===== src/rtl/core/utv_pkg.sv =====
// ----------------------------------------------------------------------------
// utv_pkg
// Shared types, codes and lookup functions for the UTF-8 stream validator.
// ----------------------------------------------------------------------------
package utv_pkg;

	localparam int COUNT_BITS_DEF = 16;
	localparam int REPORT_BITS    = 16;

	typedef struct packed {
		logic [7:0] data_byte;
		logic       last_byte;
	} utv_in_t;

	typedef struct packed {
		logic [REPORT_BITS-1:0] char_count;
		logic [REPORT_BITS-1:0] good_bytes;
		logic [1:0]             status;
		logic                   end_of_string;
	} utv_out_t;

	typedef enum logic [2:0] {
		CLS_NUL   = 3'd0,
		CLS_ASCII = 3'd1,
		CLS_LEAD2 = 3'd2,
		CLS_LEAD3 = 3'd3,
		CLS_LEAD4 = 3'd4,
		CLS_CONT  = 3'd5,
		CLS_BAD   = 3'd6
	} byte_class_t;

	typedef enum logic [5:0] {
		ST_END    = 6'b000001,
		ST_GROUND = 6'b000010,
		ST_T1     = 6'b000100,
		ST_T2     = 6'b001000,
		ST_T3     = 6'b010000,
		ST_ERR    = 6'b100000
	} seq_state_t;

	typedef enum logic [1:0] {
		STAT_VALID = 2'd0,
		STAT_INSEQ = 2'd1,
		STAT_ERROR = 2'd2,
		STAT_NUL   = 2'd3
	} status_t;

	function automatic byte_class_t byte_class(input logic [7:0] b);
		byte_class_t cls;
		priority if (b == 8'h00) cls = CLS_NUL;
		else if (b < 8'h80)      cls = CLS_ASCII;
		else if (b < 8'hC0)      cls = CLS_CONT;
		else if (b < 8'hE0)      cls = CLS_LEAD2;
		else if (b < 8'hF0)      cls = CLS_LEAD3;
		else if (b < 8'hF8)      cls = CLS_LEAD4;
		else                     cls = CLS_BAD;
		return cls;
	endfunction

	function automatic seq_state_t next_state(input seq_state_t cur, input byte_class_t cls);
		seq_state_t nxt;
		nxt = ST_ERR;
		unique case (cur)
			ST_END: begin
				nxt = ST_END;
			end
			ST_GROUND: begin
				unique case (cls)
					CLS_NUL:   nxt = ST_END;
					CLS_ASCII: nxt = ST_GROUND;
					CLS_LEAD2: nxt = ST_T1;
					CLS_LEAD3: nxt = ST_T2;
					CLS_LEAD4: nxt = ST_T3;
					default:   nxt = ST_ERR;
				endcase
			end
			ST_T1: nxt = (cls == CLS_CONT) ? ST_GROUND : ST_ERR;
			ST_T2: nxt = (cls == CLS_CONT) ? ST_T1 : ST_ERR;
			ST_T3: nxt = (cls == CLS_CONT) ? ST_T2 : ST_ERR;
			default: nxt = ST_ERR;
		endcase
		return nxt;
	endfunction

	function automatic status_t state_status(input seq_state_t st);
		status_t s;
		unique case (st)
			ST_GROUND: s = STAT_VALID;
			ST_END:    s = STAT_NUL;
			ST_T1, ST_T2, ST_T3: s = STAT_INSEQ;
			default:   s = STAT_ERROR;
		endcase
		return s;
	endfunction

endpackage


===== src/rtl/core/utv_stream_if.sv =====
// ----------------------------------------------------------------------------
// utv_stream_if
// Valid/ready channel carrying one payload struct per request.
// ----------------------------------------------------------------------------
interface utv_stream_if #(
	parameter type payload_t = logic [7:0]
) ();
	logic     valid;
	logic     ready;
	payload_t payload;

	modport source (output valid, output payload, input ready);
	modport sink   (input valid, input payload, output ready);
endinterface


===== src/rtl/core/utf8_table_validator_top.sv =====
// ----------------------------------------------------------------------------
// utf8_table_validator_top
// UTF-8 byte stream validator with per-byte running result.
// ----------------------------------------------------------------------------
// One byte is taken per request and one result is returned per byte; the block
// sustains one byte per clock cycle while results are accepted, each byte passing
// the input register and then the result register. The rate is set by the loop
// through the byte class lookup, the state transition and the counter
// increment. A byte with last_byte set closes the string: its result carries
// end_of_string and the state and counters then restart from ground and zero.
module utf8_table_validator_top import utv_pkg::*; #(
	parameter int COUNT_BITS = COUNT_BITS_DEF
) (
	input logic          clk,
	input logic          arst_n,
	utv_stream_if.sink   bytes,
	utv_stream_if.source results
);

	logic     valid_s1;
	logic     valid_s2;
	utv_in_t  item_s1;
	utv_out_t result_s2;
	utv_out_t result_nxt;
	logic     advance;

	// s1 moves on whenever the result register is free or being drained
	assign advance     = valid_s1 && (!valid_s2 || results.ready);
	assign bytes.ready = !valid_s1 || advance;

	utv_dfa #(
		.COUNT_BITS (COUNT_BITS)
	) u_dfa (
		.clk    (clk),
		.arst_n (arst_n),
		.step   (advance),
		.item   (item_s1),
		.result (result_nxt)
	);

	always_ff @(posedge clk or negedge arst_n) begin
		if (!arst_n) begin
			valid_s1 <= 1'b0;
			valid_s2 <= 1'b0;
		end else begin
			if (bytes.valid && bytes.ready) begin
				valid_s1 <= 1'b1;
			end else if (advance) begin
				valid_s1 <= 1'b0;
			end
			if (advance) begin
				valid_s2 <= 1'b1;
			end else if (results.ready) begin
				valid_s2 <= 1'b0;
			end
		end
	end

	always_ff @(posedge clk) begin
		if (bytes.valid && bytes.ready) begin
			item_s1 <= bytes.payload;
		end
		if (advance) begin
			result_s2 <= result_nxt;
		end
	end

	assign results.valid   = valid_s2;
	assign results.payload = result_s2;

endmodule


===== src/rtl/core/utv_dfa.sv =====
// ----------------------------------------------------------------------------
// utv_dfa
// Sequence state machine and saturating counters; forms the result of one byte.
// ----------------------------------------------------------------------------
module utv_dfa import utv_pkg::*; #(
	parameter int COUNT_BITS = COUNT_BITS_DEF
) (
	input  logic     clk,
	input  logic     arst_n,
	input  logic     step,
	input  utv_in_t  item,
	output utv_out_t result
);

	seq_state_t            state_q;
	logic [COUNT_BITS-1:0] char_q;
	logic [COUNT_BITS-1:0] good_q;

	seq_state_t            state_nxt;
	logic [COUNT_BITS-1:0] char_nxt;
	logic [COUNT_BITS-1:0] good_nxt;
	logic [REPORT_BITS-1:0] char_rep;
	logic [REPORT_BITS-1:0] good_rep;

	always_comb begin
		state_nxt = next_state(state_q, byte_class(item.data_byte));
		char_nxt  = char_q;
		good_nxt  = good_q;
		if (state_nxt == ST_GROUND && char_q != '1) begin
			char_nxt = char_q + 1'b1;
		end
		if (state_nxt != ST_ERR && good_q != '1) begin
			good_nxt = good_q + 1'b1;
		end
	end

	// clamp the running totals to the reported field width, or zero-extend them when narrower
	generate
		if (COUNT_BITS > REPORT_BITS) begin : g_clamp
			assign char_rep = (|char_nxt[COUNT_BITS-1:REPORT_BITS]) ? '1 :
				char_nxt[REPORT_BITS-1:0];
			assign good_rep = (|good_nxt[COUNT_BITS-1:REPORT_BITS]) ? '1 :
				good_nxt[REPORT_BITS-1:0];
		end else begin : g_extend
			assign char_rep = REPORT_BITS'(char_nxt);
			assign good_rep = REPORT_BITS'(good_nxt);
		end
	endgenerate

	always_comb begin
		result.char_count    = char_rep;
		result.good_bytes    = good_rep;
		result.status        = state_status(state_nxt);
		result.end_of_string = item.last_byte;
	end

	always_ff @(posedge clk or negedge arst_n) begin
		if (!arst_n) begin
			state_q <= ST_GROUND;
			char_q  <= '0;
			good_q  <= '0;
		end else if (step) begin
			if (item.last_byte) begin
				// string closed: start over in ground
				state_q <= ST_GROUND;
				char_q  <= '0;
				good_q  <= '0;
			end else begin
				state_q <= state_nxt;
				char_q  <= char_nxt;
				good_q  <= good_nxt;
			end
		end
	end

endmodule

===== src/flat_wrapper.sv =====
// flat-port wrapper written by rule: the top's interface ports become plain ports
module utf8_table_validator_top_flat import utv_pkg::*;
#(
	parameter int COUNT_BITS = COUNT_BITS_DEF
)
  (clk, arst_n, bytes_valid, bytes_payload, bytes_ready, results_valid, results_payload, results_ready);
  utv_stream_if bytes_i ();
  utv_stream_if results_i ();
  input logic clk;
  input logic arst_n;
  input wire logic [$bits(bytes_i.valid)-1:0] bytes_valid;
  input wire logic [$bits(bytes_i.payload)-1:0] bytes_payload;
  output wire logic [$bits(bytes_i.ready)-1:0] bytes_ready;
  output wire logic [$bits(results_i.valid)-1:0] results_valid;
  output wire logic [$bits(results_i.payload)-1:0] results_payload;
  input wire logic [$bits(results_i.ready)-1:0] results_ready;
  assign bytes_i.valid = bytes_valid;
  assign bytes_i.payload = bytes_payload;
  assign bytes_ready = bytes_i.ready;
  assign results_valid = results_i.valid;
  assign results_payload = results_i.payload;
  assign results_i.ready = results_ready;
  utf8_table_validator_top #(.COUNT_BITS(COUNT_BITS)) u_core (.clk(clk), .arst_n(arst_n), .bytes(bytes_i), .results(results_i));
endmodule

===== config.mk =====
export PLATFORM = sky130hd
export DESIGN_NAME = utf8_table_validator_top_flat
export DESIGN_NICKNAME = d
export VERILOG_FILES = /design/src/rtl/core/utv_pkg.sv /design/src/rtl/core/utv_stream_if.sv /design/src/rtl/core/utf8_table_validator_top.sv /design/src/rtl/core/utv_dfa.sv /design/src/flat_wrapper.sv
export SDC_FILE = /design/constraint.sdc
export NUM_CORES = 1
export LEC_CHECK = 0
export ABC_CLOCK_PERIOD_IN_PS = 2400
export BUFFER_PORTS_ARGS = -buffer_cell sky130_fd_sc_hd__buf_2
export CAP_MARGIN = 5
export CORE_MARGIN = 2
export CORE_UTILIZATION = 57
export DETAILED_ROUTE_END_ITERATION = 10
export PLACE_DENSITY = 0.78
export SYNTH_ARGS = -nofsm -noshare
export SYNTH_HDL_FRONTEND = slang
export SYNTH_SLANG_ARGS = --single-unit

===== constraint.sdc =====
create_clock -name clk -period 2.4 [get_ports clk]
set_input_delay 0.72 -clock clk [delete_from_list [all_inputs] [get_ports clk]]
set_output_delay 0.72 -clock clk [all_outputs]
set_load 0.05 [all_outputs]

==> results summary, run 1 <==
The number of hold buffers added after CTS came out at 0. After synthesis, the netlist uses 52 different library cells. The final layout contains 207 nets. The net count after synthesis came out at 185. The relative max-transition margin is 54.95%. The total half-perimeter wirelength after legalization and detailed placement is 2530 um. The yosys synthesis warning count came out at 0. The count of final hold-check violations came out at 0. After synthesis, the mean cell area works out to 10.88 sq um. The CTS buffer count came out at 5. The critical path goes through ha_1, and3_2, and4_1, a31oi_4, nand2_1, xnor2_1.

The TritonCTS clock tree is yes. Sequential cells were found to cover 53.85% of the synthesized design area. The number of design rule violations left after detail routing came out at 0. The initial antenna violation count came out at 0. In the final routed layout, each cell accounts on average for 14.95 um. The shortest period the worst path allows is 2194 ps.

The post-route non-filler standard cell count is 239. At the pin with the least slew margin, the transition time is 675.0 ps. The longest clock path from root to sink contains 2 buffers. For this design the ratio of total power to cell area is 882.3 nW/um^2. The flow ran to the end, and the final reports show no timing, DRC or antenna violations. The final antenna-violating net count came out at 0.

In this run the core area contains 20 standard-cell rows. Of the cells placed in the final design, the portion with a size suffix greater than 1 is 20.51%. The number of cells upsized or downsized after cts is 0. The min-delay analysis places its worst path in the category in -> async. The category of the worst setup path launch point is a flip-flop.

Global routing consumed, on the met2 layer, 37.99% of the routing resources. After synthesis the netlist holds a flip-flop and latch count of 37. The startpoint of the most critical register-to-register path is u_core.u_dfa.good_q[0]$_DFFE_PN0P_. The most critical setup path has its startpoint at u_core.u_dfa.good_q[0]$_DFFE_PN0P_. In this run the tool buffered the top-level ports with 21 buffer cells. Entering global routing, the biggest net connects 29 pins.

The number of enable-type register cells in the synthesized netlist came out at 16. The effective utilization at floorplan came out at 60.77%. The worst endpoint required time is 2490 ps. In this run the most used layer during global routing was met2. The number of DRC violations after detailed-routing iteration 0 is 128. The tree is rooted in a sky130_fd_sc_hd__clkbuf_4. The arrival time of data at the critical path endpoint came out at 2290 ps.

The boundary pin count came out at 22. The total overflow left after global routing is 0. The width of the die came out at 61.29 um.

The routing usage on met3 is 5.672%. The max-slew violation count is 0. The biggest fanout along the worst timing path is 15. The static power due to leakage is 0.0008276 uW. The setup total negative slack came out at 0 ps. The number of buffers inserted by post-CTS setup repair is 0. The number of buffers and inverters on the critical path is 0. The clock edge transition at the registers on the reported setup and hold paths is 110 ps. The largest individual stage delay along the critical path comes from the cell sky130_fd_sc_hd__dfrtp_1.

The total area inside the core boundary comes to 3078 sq um. The met1 track utilization from global routing is 28.10%. The routed wire length is 3574 um. The area growth from synthesis to layout is 11.50%. The floorplan step defined a die boundary enclosing 3756 sq um. Setup repair after global routing left no endpoint under its margin.

The total of endpoints with negative setup slack in the final report is 0. Clock skew on the completed layout was measured at 13.39 ps. The number of global-route vias before repair came out at 1361. For this run, the total global-route usage over all layers was measured as 22.51%. The async set or reset register ratio after synthesis is 56.76%.

The post-synthesis instance total is 172. The cell count after placement came out at 231. The number of detailed-route iterations in the first pass came out at 4. The clock net sink count is 37. VDD sags by at most 459.2 uV. The final standard cell utilization of the core came out at 67.76%. The total number of H-tree levels came out at 2.

The largest incremental delay on the critical path is 480 ps. The global placer's final weighted congestion is 0.9347. The height of the die came out at 61.29 um. The share of the clock period used by the worst path came out at 91.43%.

The wire length of the first global-routing pass is 6161 um. The later-pin clock latency in the skew report is 340 ps. The number of antenna diodes in the final layout is 0. The most used flip-flop cell after synthesis is sky130_fd_sc_hd__dfrtp_1.

The fmax came out at 0.4557 GHz. The via total after detailed routing came out at 1461. In this run the cell area of the synthesized design comes to 1871 sq um. The critical path class is reg -> reg. On the critical path the largest part of the delay comes from simple AND/OR/NAND/NOR gates.

Dividing the detail-routed via count by the number of cells gives 6.113. The total of max-cap violations is 0. The worst setup path is captured at a flip-flop.
==> metal layers <==
layer	share of wire, %	vias to the layer above
li1	-	699
met1	41	697
met2	51	61
met3	6.7	4
met4	1.4	0
met5	0	-
==> path summary, 6_finish.rpt <==
kind                       slack [ps]  cells after the start                             endpoint
min in group clk                  510                      1     u_core.results.valid$_DFFE_PN0P_
setup / recovery                  210                      6  u_core.results.payload[6]$_DFFE_PP_
setup reg to reg                  210                      6  u_core.results.payload[6]$_DFFE_PP_
hold / removal                    320                      1   u_core.u_dfa.good_q[5]$_DFFE_PN0P_
max in group asynchronous        1720                      1  u_core.u_dfa.state_q[1]$_DFFE_PN1P_
hold reg to reg                   510                      1     u_core.results.valid$_DFFE_PN0P_
==> logic make-up (layout without fill, tap and decap cells) <==
family / Yosys count / count (layout) / synth area share (%)
flops: 37 / 37 / 53.85
buf+inv: 13 / 36 / 2.876
mux: 3 / 3 / 1.605
simple gates: 74 / 74 / 22.81
compound gates: 35 / 35 / 13.98
xor+xnor: 9 / 9 / 4.214
fa+ha+maj: 1 / 1 / 0.6688
==> registers in the layout, summed over array words and instances, names as in the netlist <==
name                    count
u_core.item_s1              8
u_core.results.payload      8
u_core.results.valid        1
u_core.u_dfa.good_q        16
u_core.u_dfa.state_q        3
u_core.valid_s1             1
==> cell type report <==
type                    instances  area [sq um]
flip-flops and latches         37          1007
fillers                       257         992.2
multi-input cells             122         809.5
repair buffers                 23         120.1
well taps                      44         55.05
clock buffers                   6         41.29
clock inverters                 2         33.78
inverters                       5         18.77
==> metrics by stage <==
| stage | hold WS, ps | power (uW) | setup WS [ps] | cell area (sq um) |
|---|---|---|---|---|
| after floorplan | 424.4 | 1311 | 435.6 | 1871 |
| after global placement | 474.4 | 1404 | 339.5 | 2011 |
| after detailed placement | 481.3 | 1436 | 219.1 | 2011 |
| after CTS | 335.0 | 1848 | 208.4 | 2086 |
| after global routing | 333.7 | 1943 | 82.25 | 2086 |
| final | 315.4 | 1840 | 205.8 | 2086 |
==> cells in the mapped netlist, types with 2 or more instances <==
master	n	area, sq um
sky130_fd_sc_hd__dfrtp_1	20	500.5
sky130_fd_sc_hd__nand2_1	19	71.32
sky130_fd_sc_hd__edfxtp_1	16	480.5
sky130_fd_sc_hd__nand4_1	7	43.79
sky130_fd_sc_hd__o21ai_0	7	35.03
sky130_fd_sc_hd__clkbuf_1	6	22.52
sky130_fd_sc_hd__nand3_1	6	30.03
sky130_fd_sc_hd__nor2_1	6	22.52
sky130_fd_sc_hd__xnor2_1	6	52.55
sky130_fd_sc_hd__and3_1	5	31.28
sky130_fd_sc_hd__inv_1	5	18.77
sky130_fd_sc_hd__nor3_1	5	25.02
sky130_fd_sc_hd__a21oi_1	3	15.01
sky130_fd_sc_hd__a31oi_1	3	18.77
sky130_fd_sc_hd__and2_1	3	18.77
sky130_fd_sc_hd__mux2i_1	3	30.03
sky130_fd_sc_hd__nand2b_1	3	18.77
sky130_fd_sc_hd__o21ai_1	3	15.01
sky130_fd_sc_hd__xor2_1	3	26.28
sky130_fd_sc_hd__a221o_1	2	20.02
sky130_fd_sc_hd__and4_1	2	17.52
sky130_fd_sc_hd__nand3b_1	2	15.01
sky130_fd_sc_hd__nor4_1	2	12.51
sky130_fd_sc_hd__o211a_1	2	20.02
sky130_fd_sc_hd__o211ai_1	2	15.01
sky130_fd_sc_hd__o311ai_0	2	17.52
sky130_fd_sc_hd__o311ai_1	2	17.52
sky130_fd_sc_hd__o31ai_1	2	15.01
sky130_fd_sc_hd__or3_1	2	12.51
==> where the power goes <==
| group | internal [uW] | leakage, uW | switching, uW |
|---|---|---|---|
| clock | 217 | 0.0000399 | 194 |
| combinational | 170 | 0.000359 | 366 |
| sequential | 788 | 0.000429 | 105 |
| total | 1170 | 0.000828 | 665 |
==> cell usage in the layout (no fill, tap or decap), types with 3 or more instances in the layout <==
| cell type | count |
|---|---|
| sky130_fd_sc_hd__inv_1 | 5 |
| sky130_fd_sc_hd__nand4_1 | 7 |
| sky130_fd_sc_hd__edfxtp_1 | 16 |
| sky130_fd_sc_hd__dfrtp_1 | 20 |
| sky130_fd_sc_hd__o21ai_0 | 7 |
| sky130_fd_sc_hd__mux2i_1 | 3 |
| sky130_fd_sc_hd__and2_1 | 3 |
| sky130_fd_sc_hd__buf_2 | 21 |
| sky130_fd_sc_hd__nand2_1 | 19 |
| sky130_fd_sc_hd__nor2_1 | 6 |
| sky130_fd_sc_hd__nor3_1 | 5 |
| sky130_fd_sc_hd__xor2_1 | 3 |
| sky130_fd_sc_hd__nand2b_1 | 3 |
| sky130_fd_sc_hd__a31oi_1 | 3 |
| sky130_fd_sc_hd__clkbuf_4 | 5 |
| sky130_fd_sc_hd__nand3_1 | 6 |
| sky130_fd_sc_hd__xnor2_1 | 6 |
| sky130_fd_sc_hd__a21oi_1 | 3 |
| sky130_fd_sc_hd__and3_1 | 5 |
| sky130_fd_sc_hd__o21ai_1 | 3 |
==> worst reg2reg max path: stages (launching register included) <==
cell and delay [ps]:
sky130_fd_sc_hd__dfrtp_1 480, sky130_fd_sc_hd__ha_1 270, sky130_fd_sc_hd__and3_2 250, sky130_fd_sc_hd__and4_1 210, sky130_fd_sc_hd__a31oi_4 440, sky130_fd_sc_hd__nand2_1 160
sky130_fd_sc_hd__xnor2_1 150
No activity file was read; power rests on OpenSTA's default activity.
==> run 2: changes to the inputs <==
- RECOVER_POWER: unset -> 100
==> run 2 against run 1 <==
Net effect:
- global-route usage is the same
- utilization is 0.89 points lower
- final area decreased by 1.3%
- non-clock buffer count stayed put
- routed wire length rose by 0.31%
- combinational power fell by 3%
- final cell count unchanged
- worst setup slack improved by 14 ps
- largest power group unchanged
==> results summary, run 2 (synthesized netlist as in run 1, its figures left out) <==
The run finished with clean final reports. The total of max-cap violations is 0. The global placer's final weighted congestion is 0.9347. In the global route stage, overall resource usage came out at 22.51%. Dividing the detail-routed wire length by the instance count gives 15.00 um.

The post-route standard cell area excluding fillers is 2058 sq um. The setup total negative slack came out at 0 ps. The layout overhead on the synthesized area came out at 10.03%. The internal power is 1160 uW.

The number of DRC violations after detailed-routing iteration 0 is 93. The cell count after placement came out at 231. In this run, CTS created clock tree buffers numbering 5. The ratio of cells with drive above 1 in the final layout came out at 12.31%.

In this run the power spent charging and discharging nets is 662.8 uW. The clock net sink count came out at 37. For this run, design rule violations remaining after detail routing come to 0. The initial antenna violation count came out at 0. Once the floorplan was initialized, standard cells occupied 60.77% of the core. Entering global routing, the biggest net connects 29 pins. Leaving out fill and tap cells, the most frequent cells in the layout are sky130_fd_sc_hd__dfrtp_1, sky130_fd_sc_hd__nand2_1, sky130_fd_sc_hd__edfxtp_1. The number of hold buffers added after CTS was 0. The wire length of the first global-routing pass is 6161 um. The maximum vdd ir drop came out at 435.2 uV. CTS placed an instance of sky130_fd_sc_hd__clkbuf_4 at the clock tree root. The routed design has 3585 um of wire. Using the TritonRoute via totals, the vias-per-cell ratio works out to 6.033. The width of the die is 61.29 um. TritonCTS built the clock tree. During placement, the flow inserted port buffers numbering 21. The number of global-route vias before repair came out at 1361. The critical path class is reg -> reg. STA classifies the critical path startpoint as a flip-flop. The share of power burned in combinational logic is 28.5%. The via total after detailed routing came out at 1442. The most common cell after layout, fill and taps aside is sky130_fd_sc_hd__dfrtp_1. The number of detailed-route iterations in the first pass came out at 4. The number of buffers inserted by post-CTS setup repair is 0. The placed standard-cell area is 2011 sq um. The final antenna-violating net count came out at 0. Counting flops per register, the top entry is u_core.u_dfa.good_q. In this run the standard cell core region covers 3078 sq um.

The tightest min-delay check is of the reg -> reg type. The register with the most flip-flops in the layout has 16 of them. The max-slew violation count was 0. The net switching share of the total power is 36.36%. The total half-perimeter wirelength after legalization and detailed placement came out at 2530 um. The post-route non-filler standard cell count came out at 239. The later-pin clock latency in the skew report is 340 ps. The count of final hold-check violations is 0. For this design the top-level I/O count stands at 22. The number of buffers on the longest clock path came out at 2. In this run the critical register-to-register path is captured at u_core.results.payload[6]$_DFFE_PP_. The clock network is responsible for 22.6% of the overall power.

The number of placement rows came out at 20. The endpoint class of the critical path is a flip-flop. The antenna diode count came out at 0. The clock period could shrink to 2180 ps. The height of the die is 61.29 um. After global routing the overflow that remains totals 0.

The clock edge transition at the registers on the reported setup and hold paths came out at 100 ps. Dividing total power by cell area gives a power density of 885.6 nW/um^2. The worst reg-to-reg setup slack is 220 ps.

The area enclosed by the die boundary is 3756 sq um. The number of cells on the worst reg-to-reg path came out at 6. Tracing the worst setup path back leads to its startpoint at u_core.u_dfa.good_q[0]$_DFFE_PN0P_.

Setup repair after global routing left no endpoint under its margin. For the worst setup path, the data required time is 2490 ps. The static power due to leakage came out at 0.0007922 uW. The share of total power dissipated in sequential elements is 48.9%.

The worst register-to-register path begins at u_core.u_dfa.good_q[0]$_DFFE_PN0P_. The number of cells upsized or downsized after cts is 0. On the final layout, the worst clock skew is 11.90 ps. The total of endpoints with negative setup slack in the final report is 0. Headroom to the max-slew limit came out at 23.57%. The arrival time of data at the critical path endpoint came out at 2270 ps.

Static timing analysis puts the maximum clock frequency at 0.4587 GHz. The slew of the pin with the lowest slew margin is 1146 ps. Of all nets on the critical path, the largest fanout is 15.

In this run the worst setup path terminates at u_core.results.payload[6]$_DFFE_PP_. The total number of nets in the final design is 207. The total number of H-tree levels is 2. The worst path uses 90.84% of the clock period.
-- run 2: cell count changes in the layout (fill, tap and decap cells not counted), moves of 2 or more --
cell,previous run,this run
sky130_fd_sc_hd__o21ai_1,3,1
sky130_fd_sc_hd__clkbuf_1,1,13
sky130_fd_sc_hd__buf_2,21,10
sky130_fd_sc_hd__o21ai_0,7,9
-- run 2: critical path, stage by stage, from the launching register on --
cell	delay [ps]
sky130_fd_sc_hd__dfrtp_1	480
sky130_fd_sc_hd__ha_1	270
sky130_fd_sc_hd__and3_1	230
sky130_fd_sc_hd__and4_1	220
sky130_fd_sc_hd__a31oi_4	430
sky130_fd_sc_hd__nand2_1	160
sky130_fd_sc_hd__xnor2_1	150
-- run 2: worst min-delay path by stage --
| stage | startpoint | cells after the start | endpoint |
|---|---|---|---|
| 6_report | u_core.valid_s1$_DFFE_PN0P_ | 1 | u_core.results.valid$_DFFE_PN0P_ |
| 3_3_place_gp | u_core.valid_s1$_DFFE_PN0P_ | 1 | u_core.results.valid$_DFFE_PN0P_ |
| 5_1_grt | bytes_payload[5] | 1 | u_core.item_s1[5]$_DFFE_PP_ |
| 3_5_place_dp | u_core.valid_s1$_DFFE_PN0P_ | 1 | u_core.results.valid$_DFFE_PN0P_ |
| 4_1_cts | arst_n | 1 | u_core.u_dfa.good_q[5]$_DFFE_PN0P_ |
| 2_1_floorplan | arst_n | 0 | u_core.results.valid$_DFFE_PN0P_ |
-- run 2: cell type report --
class                   count  area, sq um
clock inverters             2        33.78
flip-flops and latches     37         1007
inverters                   5        18.77
clock buffers               6        41.29
fillers                   266         1020
multi-input cells         122        799.5
repair buffers             23        102.6
well taps                  44        55.05
-- run 2: stage by stage --
stage | total power, uW | worst slack (ps) | hold slack, ps | util, %
6_report | 1823 | 219.8 | 504.3 | 66.87
3_3_place_gp | 1404 | 339.5 | 474.4 | 65.33
3_5_place_dp | 1436 | 219.1 | 481.3 | 65.33
2_1_floorplan | 1311 | 435.6 | 424.4 | -
5_1_grt | 1926 | 86.47 | 531.2 | 66.87
4_1_cts | 1848 | 208.4 | 335.0 | 67.76
-- run 2: layer usage --
layer  track usage [%]  wire (um)
met2             37.99       1809
met3             5.672        240
met1             28.10       1478
met4             8.075         57
met5                 0          0
-- run 2: power by group through the flow --
| stage | Clock, uW | Combinational (uW) | Sequential, uW |
|---|---|---|---|
| 2_1_floorplan | 0 | 326 | 984 |
| 3_3_place_gp | 0 | 512 | 892 |
| 4_1_cts | 421 | 534 | 893 |
| 5_1_grt | 449 | 568 | 908 |
| 6_report | 411 | 520 | 891 |
| 3_5_place_dp | 0 | 529 | 907 |
